===== src/rtl/core/tbt_pkg.sv =====
// tone buzzer timer package: word types, command codes and fixed sizes
package tbt_pkg;

    // fixed field and state widths
    localparam int COUNT_BITS    = 16;
    localparam int DURATION_BITS = 16;
    localparam int CLOCK_BITS    = 26;
    localparam int HALF_BITS     = CLOCK_BITS - 1;
    localparam int PRE_SHIFT     = 4;
    localparam int DIV_STEPS     = CLOCK_BITS;
    localparam int STEP_BITS     = $clog2(DIV_STEPS);

    localparam logic [CLOCK_BITS-1:0] CLOCK_RESET = 26'd3686400;

    // prescaler selections and their terminal counts
    localparam logic [1:0] PRE_DIV1   = 2'd0;
    localparam logic [1:0] PRE_DIV16  = 2'd1;
    localparam logic [1:0] PRE_DIV256 = 2'd2;
    localparam logic [7:0] PRE_LIMIT_DIV1   = 8'd0;
    localparam logic [7:0] PRE_LIMIT_DIV16  = 8'd15;
    localparam logic [7:0] PRE_LIMIT_DIV256 = 8'd255;

    // command codes
    localparam logic [1:0] CMD_CLK_TICK = 2'd0;
    localparam logic [1:0] CMD_SYS_TICK = 2'd1;
    localparam logic [1:0] CMD_TONE     = 2'd2;

    typedef enum logic [1:0] {
        ST_IDLE,
        ST_DIVIDE,
        ST_FINISH
    } t_state;

    typedef struct packed {
        logic [1:0]               command;
        logic [COUNT_BITS-1:0]    tone_hz;
        logic [DURATION_BITS-1:0] duration_ticks;
    } t_in_word;

    typedef struct packed {
        logic                  pin_level;
        logic                  is_sounding;
        logic                  is_enabled;
        logic [COUNT_BITS-1:0] reload_out;
        logic [1:0]            prescale_out;
    } t_out_word;

endpackage


===== src/rtl/core/tone_buzzer_timer_unit.sv =====
// tone buzzer timer: prescaled half-period counter with serial frequency divider
//
// Input channel: i_in_valid / o_in_stall carry one command word (timer clock
// tick, system tick or tone request). Output channel: o_out_valid / i_out_stall
// return one status word per command: pin level, timed flag, run flag, reload
// value and prescaler in use, all as left by that command.
// Timer ticks, system ticks and stop requests (tone 0 Hz) are handled in the
// cycle they are accepted; the status word appears on the next cycle and a new
// word can be taken every cycle while the status output is not stalled.
// A tone request with a nonzero frequency runs a restoring divider, one
// quotient bit per cycle, then a finish state sets the reload and prescaler
// and loads the status word; o_in_stall stays high until the block is back
// in idle, so no new word is taken while the divider runs.
// The user must write the clock rate register (i_cfg_we / i_cfg_data) only while
// idle; the block does not enforce it. A stalled status word holds; new words are
// refused while it cannot move on. Synchronous reset: timer stopped, pin low,
// clock rate back to 3686400 Hz, output empty.
module tone_buzzer_timer_unit
    import tbt_pkg::*;
(
    input  logic            i_clk,
    input  logic            i_rst_n,
    input  logic            i_cfg_we,
    input  logic [25:0]     i_cfg_data,
    input  logic            i_in_valid,
    output logic            o_in_stall,
    input  t_in_word        i_in_word,
    output logic            o_out_valid,
    input  logic            i_out_stall,
    output t_out_word       o_out_word
);

    t_state r_state, n_state;

    logic [CLOCK_BITS-1:0]    r_clk_hz;
    logic                     r_run, n_run;
    logic                     r_pin, n_pin;
    logic                     r_timed, n_timed;
    logic [DURATION_BITS-1:0] r_ticks, n_ticks;
    logic [COUNT_BITS-1:0]    r_reload, n_reload;
    logic [COUNT_BITS-1:0]    r_down, n_down;
    logic [1:0]               r_sel, n_sel;
    logic [7:0]               r_pcnt, n_pcnt;

    // divider registers
    logic [COUNT_BITS-1:0]    r_div;
    logic [COUNT_BITS-1:0]    r_rem;
    logic [CLOCK_BITS-1:0]    r_quo;
    logic [STEP_BITS-1:0]     r_step;
    logic [DURATION_BITS-1:0] r_dur;

    logic                     r_out_valid;
    t_out_word                r_out_word;

    logic in_accept, out_free, start_req;
    logic s_div_start, s_div_step, s_finish;
    logic out_load;

    logic [COUNT_BITS:0]      s_trial, s_diff;
    logic                     s_ge;
    logic [HALF_BITS-1:0]     s_half, s_h1, s_h2;
    logic [1:0]               s_sel;
    logic [7:0]               s_limit;
    logic [DURATION_BITS-1:0] s_ticks_dec;

    // handshake
    assign out_free   = !r_out_valid || !i_out_stall;
    assign o_in_stall = (r_state != ST_IDLE) || !out_free;
    assign in_accept  = i_in_valid && !o_in_stall;
    assign start_req  = in_accept && (i_in_word.command == CMD_TONE)
                        && (i_in_word.tone_hz != '0);

    // next state
    always_comb begin
        n_state = r_state;
        unique case (r_state)
            ST_IDLE: begin
                if (start_req) n_state = ST_DIVIDE;
            end
            ST_DIVIDE: begin
                if (r_step == STEP_BITS'(DIV_STEPS - 1)) n_state = ST_FINISH;
            end
            ST_FINISH: begin
                if (out_free) n_state = ST_IDLE;
            end
            default: n_state = ST_IDLE;
        endcase
    end

    // sequencer outputs
    always_comb begin
        s_div_start = 1'b0;
        s_div_step  = 1'b0;
        s_finish    = 1'b0;
        unique case (r_state)
            ST_IDLE:   s_div_start = start_req;
            ST_DIVIDE: s_div_step  = 1'b1;
            ST_FINISH: s_finish    = out_free;
            default: ;
        endcase
    end

    assign out_load = (in_accept && !start_req) || s_finish;

    // shared subtract and compare for the restoring divider
    assign s_trial = {r_rem, r_quo[CLOCK_BITS-1]};
    assign s_diff  = s_trial - {1'b0, r_div};
    assign s_ge    = (s_trial >= {1'b0, r_div});

    // half-period and prescaler choice
    always_comb begin
        s_half = r_quo[CLOCK_BITS-1:1];
        s_h1   = s_half;
        s_sel  = PRE_DIV1;
        if (s_half[HALF_BITS-1:COUNT_BITS] != '0) begin
            s_h1  = s_half >> PRE_SHIFT;
            s_sel = PRE_DIV16;
        end
        s_h2 = s_h1;
        if (s_h1[HALF_BITS-1:COUNT_BITS] != '0) begin
            s_h2  = s_h1 >> PRE_SHIFT;
            s_sel = PRE_DIV256;
        end
    end

    // prescaler terminal count
    always_comb begin
        case (r_sel)
            PRE_DIV1:  s_limit = PRE_LIMIT_DIV1;
            PRE_DIV16: s_limit = PRE_LIMIT_DIV16;
            default:   s_limit = PRE_LIMIT_DIV256;
        endcase
    end

    assign s_ticks_dec = r_ticks - DURATION_BITS'(1);

    // timer state update
    always_comb begin
        n_run    = r_run;
        n_pin    = r_pin;
        n_timed  = r_timed;
        n_ticks  = r_ticks;
        n_reload = r_reload;
        n_down   = r_down;
        n_sel    = r_sel;
        n_pcnt   = r_pcnt;
        if (in_accept && !start_req) begin
            case (i_in_word.command)
                CMD_CLK_TICK: begin
                    if (r_run) begin
                        if (r_pcnt < s_limit) begin
                            n_pcnt = r_pcnt + 8'd1;
                        end else begin
                            n_pcnt = '0;
                            if (r_down == '0) begin
                                n_pin  = ~r_pin;
                                n_down = r_reload;
                            end else begin
                                n_down = r_down - COUNT_BITS'(1);
                            end
                        end
                    end
                end
                CMD_SYS_TICK: begin
                    if (r_timed) begin
                        n_ticks = s_ticks_dec;
                        if (s_ticks_dec == '0) begin
                            n_run   = 1'b0;
                            n_pin   = 1'b0;
                            n_timed = 1'b0;
                        end
                    end
                end
                CMD_TONE: begin
                    // zero frequency: stop at once
                    n_run   = 1'b0;
                    n_pin   = 1'b0;
                    n_timed = 1'b0;
                    n_ticks = '0;
                end
                default: ;
            endcase
        end else if (s_finish) begin
            n_reload = s_h2[COUNT_BITS-1:0];
            n_sel    = s_sel;
            n_down   = s_h2[COUNT_BITS-1:0];
            n_pcnt   = '0;
            n_pin    = 1'b0;
            n_run    = 1'b1;
            if ((r_dur != '0) && !r_timed) begin
                n_ticks = r_dur;
                n_timed = 1'b1;
            end
        end
    end

    // control and timer registers
    always_ff @(posedge i_clk) begin
        if (!i_rst_n) begin
            r_state     <= ST_IDLE;
            r_clk_hz    <= CLOCK_RESET;
            r_run       <= 1'b0;
            r_pin       <= 1'b0;
            r_timed     <= 1'b0;
            r_ticks     <= '0;
            r_reload    <= '0;
            r_down      <= '0;
            r_sel       <= PRE_DIV1;
            r_pcnt      <= '0;
            r_step      <= '0;
            r_out_valid <= 1'b0;
        end else begin
            r_state  <= n_state;
            r_run    <= n_run;
            r_pin    <= n_pin;
            r_timed  <= n_timed;
            r_ticks  <= n_ticks;
            r_reload <= n_reload;
            r_down   <= n_down;
            r_sel    <= n_sel;
            r_pcnt   <= n_pcnt;
            if (i_cfg_we) r_clk_hz <= i_cfg_data;
            if (s_div_start) begin
                r_step <= '0;
            end else if (s_div_step) begin
                r_step <= r_step + STEP_BITS'(1);
            end
            if (out_load) begin
                r_out_valid <= 1'b1;
            end else if (!i_out_stall) begin
                r_out_valid <= 1'b0;
            end
        end
    end

    // divider datapath, one quotient bit a cycle
    always_ff @(posedge i_clk) begin
        if (s_div_start) begin
            r_div <= i_in_word.tone_hz;
            r_dur <= i_in_word.duration_ticks;
            r_rem <= '0;
            r_quo <= r_clk_hz;
        end else if (s_div_step) begin
            r_rem <= s_ge ? s_diff[COUNT_BITS-1:0] : s_trial[COUNT_BITS-1:0];
            r_quo <= {r_quo[CLOCK_BITS-2:0], s_ge};
        end
    end

    // status word register
    always_ff @(posedge i_clk) begin
        if (out_load) begin
            r_out_word.pin_level    <= n_pin;
            r_out_word.is_sounding  <= n_timed;
            r_out_word.is_enabled   <= n_run;
            r_out_word.reload_out   <= n_reload;
            r_out_word.prescale_out <= n_sel;
        end
    end

    assign o_out_valid = r_out_valid;
    assign o_out_word  = r_out_word;

endmodule


===== config.mk =====
export PLATFORM = sky130hd
export DESIGN_NAME = tone_buzzer_timer_unit
export DESIGN_NICKNAME = d
export VERILOG_FILES = /design/src/rtl/core/tbt_pkg.sv /design/src/rtl/core/tone_buzzer_timer_unit.sv
export SDC_FILE = /design/constraint.sdc
export NUM_CORES = 1
export LEC_CHECK = 0
export CELL_PAD_IN_SITES_DETAIL_PLACEMENT = 0
export CELL_PAD_IN_SITES_GLOBAL_PLACEMENT = 1
export CORE_AREA = 5 5 161 163
export CTS_CLUSTER_DIAMETER = 100
export CTS_CLUSTER_SIZE = 25
export DETAILED_ROUTE_END_ITERATION = 10
export DIE_AREA = 0 0 166 168
export DONT_BUFFER_PORTS = 1
export MAX_ROUTING_LAYER = met4
export PLACE_DENSITY_LB_ADDON = 0.1
export SYNTH_ARGS = -nofsm -noshare
export SYNTH_HDL_FRONTEND = slang
export SYNTH_SLANG_ARGS = --single-unit
export TNS_END_PERCENT = 5

===== constraint.sdc =====
create_clock -name i_clk -period 2.6 [get_ports i_clk]
set_input_delay 0.26 -clock i_clk [delete_from_list [all_inputs] [get_ports i_clk]]
set_output_delay 0.26 -clock i_clk [all_outputs]
set_load 0.01 [all_outputs]

== Yosys cells after proc, flatten, opt, wreduce, memory -nomap -nowiden ==
Index checks and enable logic that the tools add are counted.
Operators by class
  add/sub/neg operators: 5
  multipliers: 0
  div/mod/pow operators: 0
  order comparisons: 2
  eq/ne operators: 15
  shift operators: 0
  multiplexer cells: 56
  bitwise gates (word level): 2
  reductions and logical operators: 32
Operator list (number)
  16-bit 2-to-1 mux: 14
  26-bit 2-to-1 mux: 2
  8-bit 2-to-1 mux: 5
  16-bit zero test: 2
  16-bit case mux with 2 select lines: 1
  16-bit nonzero test: 2
  16-bit by 1-bit subtractor with 16-bit output (second input constant): 2
  25-bit 2-to-1 mux: 1
  1-bit 2-to-1 mux: 22
  9-bit nonzero test: 2
  17-bit by 16-bit greater-or-equal comparator with 1-bit output: 1
  8-bit case mux with 2 select lines: 1
  16-bit subtractor: 1
  2-bit 2-to-1 mux: 6
  2-bit != test (second input constant): 5
  8-bit by 1-bit adder with 8-bit output (second input constant): 1
  8-bit less-than comparator: 1
  4-bit AND reduction: 2
  2-bit nonzero test: 4
  2-bit by 1-bit equality test with 1-bit output (second input constant): 3
  1-bit zero test: 6
  2-bit zero test: 3
  2-bit case mux with 3 select lines: 1
  3-bit AND reduction: 2
  12 further kinds: 22
Storage, ports and cells
  bits in registers: 190
  latch bits: 0
  RAM bits: 0
  ROM bits: 0
  bits of input ports: 65
  memories: 0

== Longest topological paths before layout ==
  word-level depth: 12
  gate-level depth with buffers: 11

== Worst setup path before layout ==
OpenSTA, ideal clock, no wires.
  path kind: input -> register
  from: in i_in_word[32] in the netlist's numbering
  to: reg r_div[0], enable pin
  setup time: 0.409 ns
  arrival time: 2.236 ns
  required time: 2.191 ns
  slack: -0.045 ns
  stages on the path: 7
  path buffers: 1
  path through: inv_1 -> ha_1 -> inv_1 -> a41oi_1 -> nand3_1 -> clkinv_1 -> clkbuf_1
Between the ends
  word-level cells in the longest chain between the ends: 4
RTL lines
  start: declaration: RTL line tone_buzzer_timer_unit.sv:27  | input t_in_word i_in_word,
  2-bit equality test: RTL line tone_buzzer_timer_unit.sv:70  | assign start_req = in_accept && (i_in_word.command == CMD_TONE)
  1-bit logical AND: RTL line tone_buzzer_timer_unit.sv:70
  1-bit logical AND: RTL line tone_buzzer_timer_unit.sv:71  | && (i_in_word.tone_hz != '0);
  1-bit 2-to-1 mux: RTL line tone_buzzer_timer_unit.sv:95  | unique case (r_state)
  via s_div_start: RTL line tone_buzzer_timer_unit.sv:56  | logic s_div_start, s_div_step, s_finish;
  end signal: assignment: RTL line tone_buzzer_timer_unit.sv:239  | r_div <= i_in_word.tone_hz;
  end: declaration: RTL line tone_buzzer_timer_unit.sv:46  | logic [COUNT_BITS-1:0] r_div;
The timed path passes the listed nets, and every way through them passes these cells.
A chain may end at the register's enable or synchronous reset.

== Worst setup path after layout ==
  from: reg r_div[1]
  to: reg r_rem[6]
Between the ends
  word-level cells in the longest chain between the ends: 2
RTL lines
  16-bit subtractor or 17-bit by 16-bit greater-or-equal comparator with 1-bit output (tied branches): RTL line tone_buzzer_timer_unit.sv:107, tone_buzzer_timer_unit.sv:108
  16-bit 2-to-1 mux (*): RTL line tone_buzzer_timer_unit.sv:244  | r_rem <= s_ge ? s_diff[COUNT_BITS-1:0] : s_trial[COUNT_BITS-1:0];
  end signal: assignment: RTL line tone_buzzer_timer_unit.sv:244
  end: declaration: RTL line tone_buzzer_timer_unit.sv:47  | logic [COUNT_BITS-1:0] r_rem;
Every way passes the cells marked *; elsewhere a longest branch is shown, timed or not.

==> flow_summary.json <==
{
  "synth_top_flop_cell": "dfxtp_1",
  "path_max_fanout": 6,
  "die-area_sq_um": 27900,
  "critical_path_required_ns": 2.90,
  "period_share_pct": 94.8,
  "post-route-drc-count": 0,
  "placed_area_sq_um": 10200,
  "count_of_flip_flops_with_a_built_in_enable_after_synthesis": 79,
  "post_route_clock_skew_ns": 0.0141,
  "synthArstFlopShare_pct": 0,
  "fp-row-count": 57,
  "yosys.cell_types.count": 73,
  "synth-seq-area-share_pct": 48.2,
  "fillerInstances": 2303,
  "area.growth.synth_to_final_pct": 22.3,
  "vias_per_cell": 5.16,
  "dieHeight_um": 168,
  "period_needed_ns": 2.46,
  "die_w_um": 166,
  "run_status": "complete, no violations",
  "grt_max_degree": 46,
  "wl_per_cell_um": 16.8,
  "synth_area_sq_um": 9530,
  "worst_skew_pair.late_latency_ns": 0.44,
  "cts_tree": "yes",
  "floorplan.core_area_sq_um": 24200,
  "power-per-cell-area_nw_per_um2": 698,
  "cts.sink_count": 190,
  "mostFrequentLayoutCell": "nand2_1",
  "drt-initial-drc-count": 457,
  "detailed_placement_hpwl_mm": 17.0,
  "boundaryPins": 88,
  "timing.fmax_ghz": 0.406,
  "first_pass_grt_wire_length_mm": 40.8,
  "setup_slack_ns": 0.136,
  "floorplan.initialDensity_pct": 39.4,
  "detailedRoute.firstPassIterationCount": 4,
  "synth_area_per_cell_sq_um": 9.29,
  "post_cts_buffers": 0,
  "multiInputGateArea_sq_um": 4630,
  "final_design_area_no_fill_sq_um": 11700,
  "holdCritPathClass": "in2reg",
  "mostFrequentLayoutCells": "nand2_1 (198), dfxtp_1 (111), nor2_1 (102), dlygate4sd3_1 (83), edfxtp_1 (79)",
  "wl_mm": 24.7,
  "clk_pin_slew_ns": 0.07,
  "postSynthCellCount": 1026,
  "antenna_found_initial": 0,
  "setup_viol": 0,
  "grt_pass1_vias": 7526,
  "worst_setup_path_end_kind": "register",
  "report.power.total_mw": 8.14,
  "yosys_register_bits": 190,
  "setup_total_negative_slack_ns": 0,
  "grt.overflow.total": 0,
  "grt_use_total_pct": 18.4,
  "final_net_count": 1237,
  "cts_made_buffers": 17,
  "hold_viol": 0,
  "count_of_synthesis_stage_warnings_from_yosys": 0,
  "criticalPathCategory": "reg2reg",
  "diodes": 0,
  "cts.path.max_buffers": 2,
  "cts.htree.levels": 4,
  "vias": 7606,
  "pre_cts_ws_ns": 0.0628,
  "worst_margin_slew_ns": 0.603,
  "netSwitchingFraction_pct": 30.7,
  "post_route_cells_drive_above_1_share_pct": 9.83,
  "timing.max_slew.rel_slack_pct": 59.8,
  "synth_nets": 1126,
  "root_buffer_selected_by_cts": "clkbuf_16",
  "clock_power_share_pct": 32.2,
  "cellInternalPower_mw": 5.64,
  "maxCapViolCount": 0,
  "finalHoldWorstSlack_ns": 0.0166,
  "seqCellArea_sq_um": 4590,
  "rsz0062_at_grt": "true",
  "timing.critical_path.from_type": "register",
  "static-leakage-power_nw": 4.75,
  "share_seq_of_total_power_pct": 43.3,
  "power.switching_mw": 2.50,
  "power_frac_comb_pct": 24.5,
  "place_congestion": 0.810,
  "drtAntennaViolNets": 0,
  "worst-endpoint-arrival_ns": 2.76,
  "place.port_buffers": 0,
  "peakVddDrop_uv": 381,
  "number_of_pins_with_negative_max_slew_slack_in_the_final_report": 0
}
-- stage by stage --
stage	util, %	cells
final	48.2	1474
after CTS	48.1	1474
after global placement	42.2	1358
after detailed placement	42.2	1358
after floorplan	-	1026
after global routing	48.2	1474
-- synth_stat cells, types with 9 or more instances --
cell type / number / area [sq um]
mux2i_1: 48 / 480
o21a_1: 9 / 67.6
ha_1: 34 / 425
and2_1: 22 / 138
nor4_1: 9 / 56.3
nor3_1: 19 / 95.1
o21ai_0: 44 / 220
xor2_1: 19 / 166
nor2_1: 102 / 383
a211oi_1: 19 / 143
a21oi_1: 43 / 215
inv_1: 33 / 124
xnor2_1: 14 / 123
edfxtp_1: 79 / 2370
nand2_1: 198 / 743
clkbuf_1: 38 / 143
nand4_1: 12 / 75.1
dfxtp_1: 111 / 2220
nand3_1: 16 / 80.1
-- cell families after synthesis --
kind of cell | synth area share [%]
simple gates | 20.4
buf+inv | 3.57
mux | 5.51
fa+ha+maj | 4.67
xor+xnor | 3.03
flops | 48.2
compound gates | 14.6
-- critical path, stage by stage (launching register included) --
cell and delay [ns]:
edfxtp_1 0.39, inv_1 0.06, ha_1 0.30, nor2b_1 0.15, o31ai_1 0.25, a21oi_1 0.14
a21o_1 0.26, o21ai_4 0.23, buf_4 0.22, mux2i_1 0.24, o21ai_0 0.10
-- power groups by stage --
stage                     clock, mW  combinational [mW]  sequential, mW
after detailed placement          0                1.82            3.59
after floorplan                   0                1.33            3.54
after global routing           2.81                2.22            3.56
final                          2.62                1.99            3.53
after global placement            0                1.82            3.59
after CTS                      2.69                1.96            3.52
-- layer usage --
layer  GRT usage [%]  wire (um)  share of wire [%]
met5               -          0                  0
met4            4.59        285                1.2
met3            2.60        597                2.4
met2            27.8      10900                 44
met1            26.2      12900                 52
-- worst paths after layout --
path | slack [ns] | cells past startpoint | endpoint | start
worst max-delay path | 0.14 | 10 | r_rem[6] | r_div[1]
worst min-delay path | 0.02 | 2 | o_out_valid | i_out_stall
worst min register to register | 0.46 | 2 | r_rem[15] | r_rem[15]
worst max register to register | 0.14 | 10 | r_rem[6] | r_div[1]
-- state kept, by name, summed over array words and instances (netlist names), 8 cells and up --
name and flops:
o_out_word 21, r_ticks 16, r_dur 16, r_down 16
r_reload 16, r_rem 16, r_clk_hz 26, r_pcnt 8
r_div 16, r_quo 26
-- layout make-up --
cell class	instances	share of cell area [%]
well taps	324	3.48
inverters	35	1.13
repair buffers	141	11.4
multi-input cells	752	39.7
clock inverters	15	1.29
flip-flops and latches	190	39.4
clock buffers	17	3.65
-- repair_timing --
action                                 CTS  global route
endpoints found under the hold margin   84             0
setup endpoints to repair                0             8
gates resized for setup                  0             5
hold buffers                            84             0
Power figures use the tool's default switching activity.
